### src/design/albs_pkg.sv
// albs_pkg: shared types and constants for the array search block
// no dependencies; imported by the controller, datapath and top level
package albs_pkg;

    // fixed field widths
    localparam int LEN_W  = 11;
    localparam int IDX_W  = 10;
    localparam int DATA_W = 32;
    localparam int REQ_W  = 2;

    // apb port
    localparam int PDATA_W = 32;
    localparam int PADDR_W = 3;

    // register index
    localparam logic REG_ARRAY_LENGTH = 1'b0;
    localparam logic [LEN_W-1:0] LEN_RESET = LEN_W'(1);

    // parameter defaults
    localparam int DEF_STORE_DEPTH   = 1024;
    localparam int DEF_ELEMENT_WIDTH = 32;

    typedef enum logic [REQ_W-1:0] {
        REQ_LOAD   = 2'd0,
        REQ_LINEAR = 2'd1,
        REQ_BINARY = 2'd2
    } t_req_type;

    typedef enum logic [1:0] {
        RD_SCAN,
        RD_MID,
        RD_LO,
        RD_HI
    } t_rd_sel;

    typedef enum logic [1:0] {
        OUT_NONE,
        OUT_LINEAR,
        OUT_LO,
        OUT_HI
    } t_out_sel;

    typedef struct packed {
        logic     start;
        logic     load;
        logic     rd_en;
        t_rd_sel  rd_sel;
        logic     scan_issue;
        logic     bin_step;
        t_out_sel out_sel;
    } t_dp_cmd;

    typedef struct packed {
        logic lo_lt_hi;
        logic lo_in_len;
        logic data_eq;
        logic scan_last;
    } t_dp_sts;

endpackage

### src/design/albs_ctrl.sv
// albs_ctrl: sequencer for load, linear find and binary search transactions
// depends on albs_pkg for command and status types
module albs_ctrl
    import albs_pkg::*;
(
    input  logic             i_clk,
    input  logic             i_rst_n,
    input  logic             i_in_valid,
    input  logic [REQ_W-1:0] i_req_type,
    input  logic             i_out_stall,
    input  t_dp_sts          i_sts,
    output logic             o_in_stall,
    output logic             o_out_valid,
    output t_dp_cmd          o_cmd
);

    typedef enum logic [2:0] {
        S_IDLE,
        S_LIN_RUN,
        S_LIN_DRAIN,
        S_LIN_DONE,
        S_BIN_CHECK,
        S_BIN_WAIT,
        S_BIN_LO,
        S_BIN_HI
    } t_state;

    t_state r_state;
    t_state n_state;
    logic   r_out_valid;
    logic   n_in_accept;
    logic   n_out_free;

    assign n_in_accept = i_in_valid && (r_state == S_IDLE);
    assign n_out_free  = !r_out_valid || !i_out_stall;

    always_comb begin
        n_state = r_state;
        o_cmd   = '{start: 1'b0, load: 1'b0, rd_en: 1'b0, rd_sel: RD_SCAN,
                    scan_issue: 1'b0, bin_step: 1'b0, out_sel: OUT_NONE};
        case (r_state)
            S_IDLE: begin
                if (n_in_accept) begin
                    if (i_req_type == REQ_LOAD) begin
                        o_cmd.load = 1'b1;
                    end else if (i_req_type == REQ_LINEAR) begin
                        o_cmd.start = 1'b1;
                        n_state     = S_LIN_RUN;
                    end else if (i_req_type == REQ_BINARY) begin
                        o_cmd.start = 1'b1;
                        n_state     = S_BIN_CHECK;
                    end
                end
            end
            S_LIN_RUN: begin
                o_cmd.rd_en      = 1'b1;
                o_cmd.rd_sel     = RD_SCAN;
                o_cmd.scan_issue = 1'b1;
                if (i_sts.scan_last) begin
                    n_state = S_LIN_DRAIN;
                end
            end
            S_LIN_DRAIN: begin
                n_state = S_LIN_DONE;
            end
            S_LIN_DONE: begin
                if (n_out_free) begin
                    o_cmd.out_sel = OUT_LINEAR;
                    n_state       = S_IDLE;
                end
            end
            S_BIN_CHECK: begin
                o_cmd.rd_en = 1'b1;
                if (i_sts.lo_lt_hi) begin
                    o_cmd.rd_sel = RD_MID;
                    n_state      = S_BIN_WAIT;
                end else if (i_sts.lo_in_len) begin
                    o_cmd.rd_sel = RD_LO;
                    n_state      = S_BIN_LO;
                end else begin
                    o_cmd.rd_sel = RD_HI;
                    n_state      = S_BIN_HI;
                end
            end
            S_BIN_WAIT: begin
                o_cmd.bin_step = 1'b1;
                n_state        = S_BIN_CHECK;
            end
            S_BIN_LO: begin
                if (!i_sts.data_eq) begin
                    o_cmd.rd_en  = 1'b1;
                    o_cmd.rd_sel = RD_HI;
                    n_state      = S_BIN_HI;
                end else if (n_out_free) begin
                    o_cmd.out_sel = OUT_LO;
                    n_state       = S_IDLE;
                end
            end
            S_BIN_HI: begin
                if (n_out_free) begin
                    o_cmd.out_sel = OUT_HI;
                    n_state       = S_IDLE;
                end
            end
            default: begin
                n_state = S_IDLE;
            end
        endcase
    end

    always_ff @(posedge i_clk) begin
        if (!i_rst_n) begin
            r_state     <= S_IDLE;
            r_out_valid <= 1'b0;
        end else begin
            r_state <= n_state;
            if (o_cmd.out_sel != OUT_NONE) begin
                r_out_valid <= 1'b1;
            end else if (!i_out_stall) begin
                r_out_valid <= 1'b0;
            end
        end
    end

    assign o_in_stall  = (r_state != S_IDLE);
    assign o_out_valid = r_out_valid;

`ifndef SYNTH
    a_no_result_overwrite: assert property (@(posedge i_clk) disable iff (!i_rst_n)
        (o_cmd.out_sel != OUT_NONE) |-> (!r_out_valid || !i_out_stall))
        else $error("result register overwritten while stalled");

    a_find_blocks_input: assert property (@(posedge i_clk) disable iff (!i_rst_n)
        o_cmd.start |=> o_in_stall)
        else $error("input taken while a find is in progress");
`endif

endmodule

### config.mk
export PLATFORM = sky130hd
export DESIGN_NAME = albs_ctrl
export DESIGN_NICKNAME = d
export VERILOG_FILES = /design/src/design/albs_pkg.sv /design/src/design/albs_ctrl.sv
export SDC_FILE = /design/constraint.sdc
export NUM_CORES = 1
export LEC_CHECK = 0
export BUFFER_PORTS_ARGS = -buffer_cell sky130_fd_sc_hd__buf_2
export CAP_MARGIN = 25
export CORE_MARGIN = 4
export CORE_UTILIZATION = 30
export CTS_BUF_LIST = sky130_fd_sc_hd__clkbuf_16
export CTS_CLUSTER_SIZE = 10
export DETAILED_ROUTE_END_ITERATION = 6
export PLACE_DENSITY_LB_ADDON = 0.15
export SYNTH_ARGS = -nofsm -noshare
export SYNTH_HDL_FRONTEND = slang
export SYNTH_SLANG_ARGS = --single-unit
### constraint.sdc
create_clock -name i_clk -period 2.9 [get_ports i_clk]
set_clock_uncertainty 0.15 [all_clocks]
set_input_delay 0.145 -clock i_clk [delete_from_list [all_inputs] [get_ports i_clk]]
set_output_delay 0.145 -clock i_clk [all_outputs]
set_load 0.02 [all_outputs]
# ---- Word-level counts from Yosys, hierarchy flattened
# Index checks and enable logic that the tools add are counted.
dict set report totals {
  elab_cells 55
  inputBits 10
  output_inout_bits 11
  reg_bits 4
}
dict set report op_classes {
  muxes 29
  eq_ne 14
  n_reduce_logical 10
}
# operator count
set ops {}
lappend ops {{3-bit two-way mux} 9}
lappend ops {{3-bit one-hot mux with 7 select lines} 1}
lappend ops {{3-bit == test (second input constant)} 4}
lappend ops {{2-bit two-way mux} 6}
lappend ops {{1-bit two-way mux} 11}
lappend ops {{3-bit one-hot mux with 3 select lines} 1}
lappend ops {{3-bit by 2-bit == test with 1-bit output (second input constant)} 2}
lappend ops {{2-bit inequality test (second input constant)} 3}
lappend ops {{2-bit one-hot mux with 3 select lines} 1}
lappend ops {{4-bit AND reduction} 1}
lappend ops {{3-bit by 1-bit == test with 1-bit output (second input constant)} 1}
lappend ops {{3-bit logical NOT} 1}
lappend ops {{3-bit by 1-bit inequality test with 1-bit output (second input constant)} 1}
lappend ops {{3-bit nonzero test} 1}
lappend ops {{2-bit by 1-bit == test with 1-bit output (second input constant)} 1}
lappend ops {{2-bit == test (second input constant)} 1}
lappend ops {{1-bit logical NOT} 2}
lappend ops {{2-bit logical NOT} 1}
lappend ops {{2-bit by 1-bit inequality test with 1-bit output (second input constant)} 1}
lappend ops {{2-bit nonzero test} 1}
lappend ops {{2-bit OR reduction} 1}
lappend ops {{1-bit logical AND} 1}
lappend ops {{1-bit logical OR} 1}

# ---- Longest topological paths before layout
dict set report depth {
  ltp_word 7
  ltp_mapped 5
  depth_no_buf 5
}

# ---- Worst setup path before layout
# No wires, ideal clock.
dict set report synth_timing {
  path_type {register to output}
  startpoint {register r_state[0]}
  endpoint {output port o_cmd[4] (netlist bit)}
  required_time_ps 2605
  setup_slack_ps 1379
  arrival_ps 1226
  stages_incl_launch_ff 3
  path_buffers 0
  path_cell_list {dfxtp_1 > or2b_2 > a211oi_1}
}
# element line_no
set synth_lines {}
lappend synth_lines {{start: declaration} albs_ctrl.sv:28} ;# t_state r_state;
lappend synth_lines {{start signal: assignment} albs_ctrl.sv:116} ;# r_state <= n_state;
lappend synth_lines {{end: declaration} albs_ctrl.sv:14} ;# output t_dp_cmd o_cmd

==> run summary <==
The worst setup path is captured at an output pin. Dominant delay contributor by cell family on the critical path: flip-flops. The worst register-to-register path has a setup slack of 1.42 ns. Cells fill 43.9% of the core in the end. Adding up every negative setup slack in the final design gives 0 ns.

Summed over all cells, the static leakage comes to 0.295 nW. The share of the Yosys chip area taken by registers is 19.0%. The logs give 0 for the post-detailed-route DRC marker count and 67 for the total nets after synthesis. The number of gates resized after CTS was 0. Once layout is done, the placed cells without fillers occupy 578 µm². The core region is 1320 µm².

Post-CTS timing repair inserted 0 buffers for setup. The root buffer cell is clkbuf_16. The logs give 955 µm for the wire length reported by the detailed router and 385 for the via count of the first global-routing pass.

Summing all multi-input logic gate instances after layout gives 282 µm². The number of antenna diodes in the final layout is 0. After global routing the overflow that remains totals 0. The critical path start-end classification is reg2out. Of all nets on the critical path, the largest fanout is 12. Sort of element at the start of the critical path: a register. On the critical path, the stage with the largest delay is an instance of dfxtp_1. Ranked by total cell area, the synthesized netlist is headed by dfxtp_1 19%, ha_1 8.9%, buf_6 5.4%. The clock passes through at most 2 buffers. For this run, the slowest stage of the critical path takes 0.53 ns. The first global-routing pass estimated 1530 µm of wire. The number of maximum-capacitance violations was 0; the number of max-slew violations in the final report was 0.

The clock input transition at the sequential cells of the worst setup and hold paths is 0.03 ns, and the maximum frequency from static timing analysis is 0.551 GHz. The buffering stage count on the worst path with inverters included is 1. After synthesis the netlist holds a flip-flop and latch count of 4.

Routability congestion estimate from global placement: 0.738. The flow ran to the end, and the final reports show no timing, DRC or antenna violations. Row generation in the floorplan step produced 13 rows. The run gives 503 µm² as the post-detailed-placement cell area. At the pin with the least slew margin, the transition time is 0.482 ns.

The cell depth of the worst flop-to-flop path is 3. Summed over all instances, the cell type with the most area after synthesis is dfxtp_1. After filler insertion, the fill cell instance count of the layout stands at 150. The share of post-route cells with drive strength above 1 came out at 40.5%. TritonCTS built the clock tree.

The hold path startpoint is i_rst_n. Summing every instance area after synthesis gives 420 µm². After legalization and detailed placement, the total HPWL measured 747 µm. Overall global routing resource usage: 10.5%. In the synthesized netlist, the number of instances is 54. Among all flip-flop cells after synthesis, the most frequent one is dfxtp_1. Before antenna repair, the detailed router went through 4 iterations. The vias after detailed routing came out at 435. At the worst endpoint, the arrival time is 1.52 ns. The tools report the end of the worst register-to-register path as r_state[1]. Entering global routing, the biggest net connects 17 pins. The worst hold path passes through 2 cells. In the final layout, flip-flops and latches occupy 80.1 µm².

Setup repair after global routing left no endpoint under its margin. For the number of levels in the clock H-tree, the log shows 1. The number of antenna violations at the first check in global routing was 0; the number of ports placed on the die boundary was 21.

Setup violations remaining at the end of the flow were counted as 0. In this run the critical register-to-register path is launched from r_state[2]. The commonest cells after synthesis are 6 x inv_1, 6 x nor2_1, 5 x nand2_1.

The die covers 2060 µm². The final critical path time including I/O delays and setup works out to 1.81 ns. For the number of clock sinks, the log shows 4. Share of flip-flops with an asynchronous set or reset after synthesis: 0%. Once the floorplan was initialized, standard cells occupied 31.9% of the core.

The number of nets at the end of the flow was 89; the synthesis warning total was 0. The run gives 67.8% as the worst slew margin relative to its limit. The min-delay analysis places its worst path in the category in2reg. The share of synthesized area in the top cell type comes to 19.0%. The die is 45.4 µm tall. The detail-routed net length per standard cell is 10.7 µm. Total CTS buffers: 3. The endpoint of the worst hold-timing path was r_state[1]. The count of nets left with antenna violations once routing finished came out at 0. After the first detailed-routing iteration, the DRC count stood at 12. Traced cell by cell, the critical path runs through or2b_2 > a211oi_1 > buf_2. The peak supply drop was 0.000213 V; the period utilization was 62.5%. In this run the power density over the cells is 608 nW/µm². The count of buffers added on input and output ports is 20. From left edge to right edge, the die measures 45.4 µm.

Averaged over all synthesized cells, the footprint is 7.79 µm². The hold violation total from the final report came out at 0. The later pin in the worst-skew pair is clocked with a latency of 0.22 ns.

The count of cell types in the netlist is 29. Buffers inserted to repair hold after CTS numbered 0. The synthesized design contains 0 enable-type register cells. The mean number of vias per cell is 4.89.

The worst endpoint required time was 2.61 ns; the layout overhead on the synthesized area was 37.5%.
==> sequential cells by signal, summed over array words and instances (netlist names) <==
name         count
o_out_valid      1
r_state          3
==> cells by family (layout without fill, tap and decap cells) <==
| kind of cell | Yosys count | after routing | share of synthesized area (%) |
|---|---|---|---|
| simple gates | 24 | 24 | 31.0 |
| fa+ha+maj | 3 | 3 | 8.93 |
| flops | 4 | 4 | 19.0 |
| buf+inv | 9 | 29 | 14.0 |
| xor+xnor | 1 | 1 | 2.08 |
| compound gates | 13 | 13 | 25.0 |
==> power breakdown <==
part | total [mW] | internal [mW] | switching, mW
clock | 0.216 | 0.176 | 0.0394
combinational | 0.0665 | 0.0300 | 0.0364
sequential | 0.0695 | 0.0586 | 0.0108
total | 0.352 | 0.265 | 0.0867
==> stage by stage <==
stage	hold slack (ns)	std cells	total power, mW	setup slack (ns)
floorplan	0.142	54	0.120	1.38
global placement	0.293	86	0.138	1.35
detailed placement	0.292	86	0.137	1.32
CTS	0.0575	89	0.355	1.08
global route	0.0653	89	0.369	0.991
finish	0.0551	89	0.352	1.09
==> metal layers <==
layer | GRT usage [%] | up-vias | share of wire, %
li1 | - | 230 | -
met1 | 11.9 | 186 | 46
met2 | 15.6 | 15 | 41
met3 | 3.56 | 4 | 9.6
met4 | 8.77 | 0 | 2.9
met5 | 0 | - | 0
==> worst reg2reg max path, delay by kind of cell (launching register included) <==
kind | cells | cell delay, ns
AOI/OAI and AO/OA | 2 | 0.37
DFF | 1 | 0.53
and+or+nand+nor | 1 | 0.37
==> cells in the final DEF, fill, tap and decap left out <==
| cell type | count |
|---|---|
| nand4_1 | 1 |
| and3_2 | 1 |
| o211ai_1 | 1 |
| nand4b_1 | 1 |
| ha_1 | 3 |
| nand2_1 | 5 |
| nand2b_1 | 1 |
| a21oi_1 | 1 |
| and2_2 | 1 |
| o311ai_1 | 1 |
| xnor2_1 | 1 |
| and2b_2 | 1 |
| or2b_2 | 1 |
| a32oi_1 | 1 |
| nor2_1 | 6 |
| o221a_2 | 1 |
| a21boi_0 | 1 |
| o22ai_1 | 2 |
| inv_1 | 6 |
| a21o_2 | 1 |
| nor3_1 | 2 |
| and3_1 | 2 |
| nor2b_1 | 2 |
| buf_2 | 20 |
| o31ai_1 | 1 |
| clkbuf_16 | 3 |
| dfxtp_1 | 4 |
| o31ai_2 | 1 |
| a211oi_1 | 2 |
==> how the worst max path moves through the flow <==
stage	start	end	slack, ns	depth (start not counted)
floorplan	r_state[0]	o_cmd[4]	1.38	2
global placement	r_state[2]	o_cmd[5]	1.35	3
detailed placement	r_state[2]	o_cmd[4]	1.32	3
CTS	r_state[2]	o_cmd[4]	1.08	3
global route	r_state[2]	o_cmd[4]	0.99	3
finish	r_state[2]	o_cmd[4]	1.09	3
==> area by class of cell <==
cell class	instances	share of cell area [%]
clock buffer	3	13.0
multi-input combinational	41	48.7
sequential	4	13.9
inverter	6	3.90
tap	15	3.25
timing repair buffer	20	17.3
Note: power is estimated with default switching activity, not from simulation.
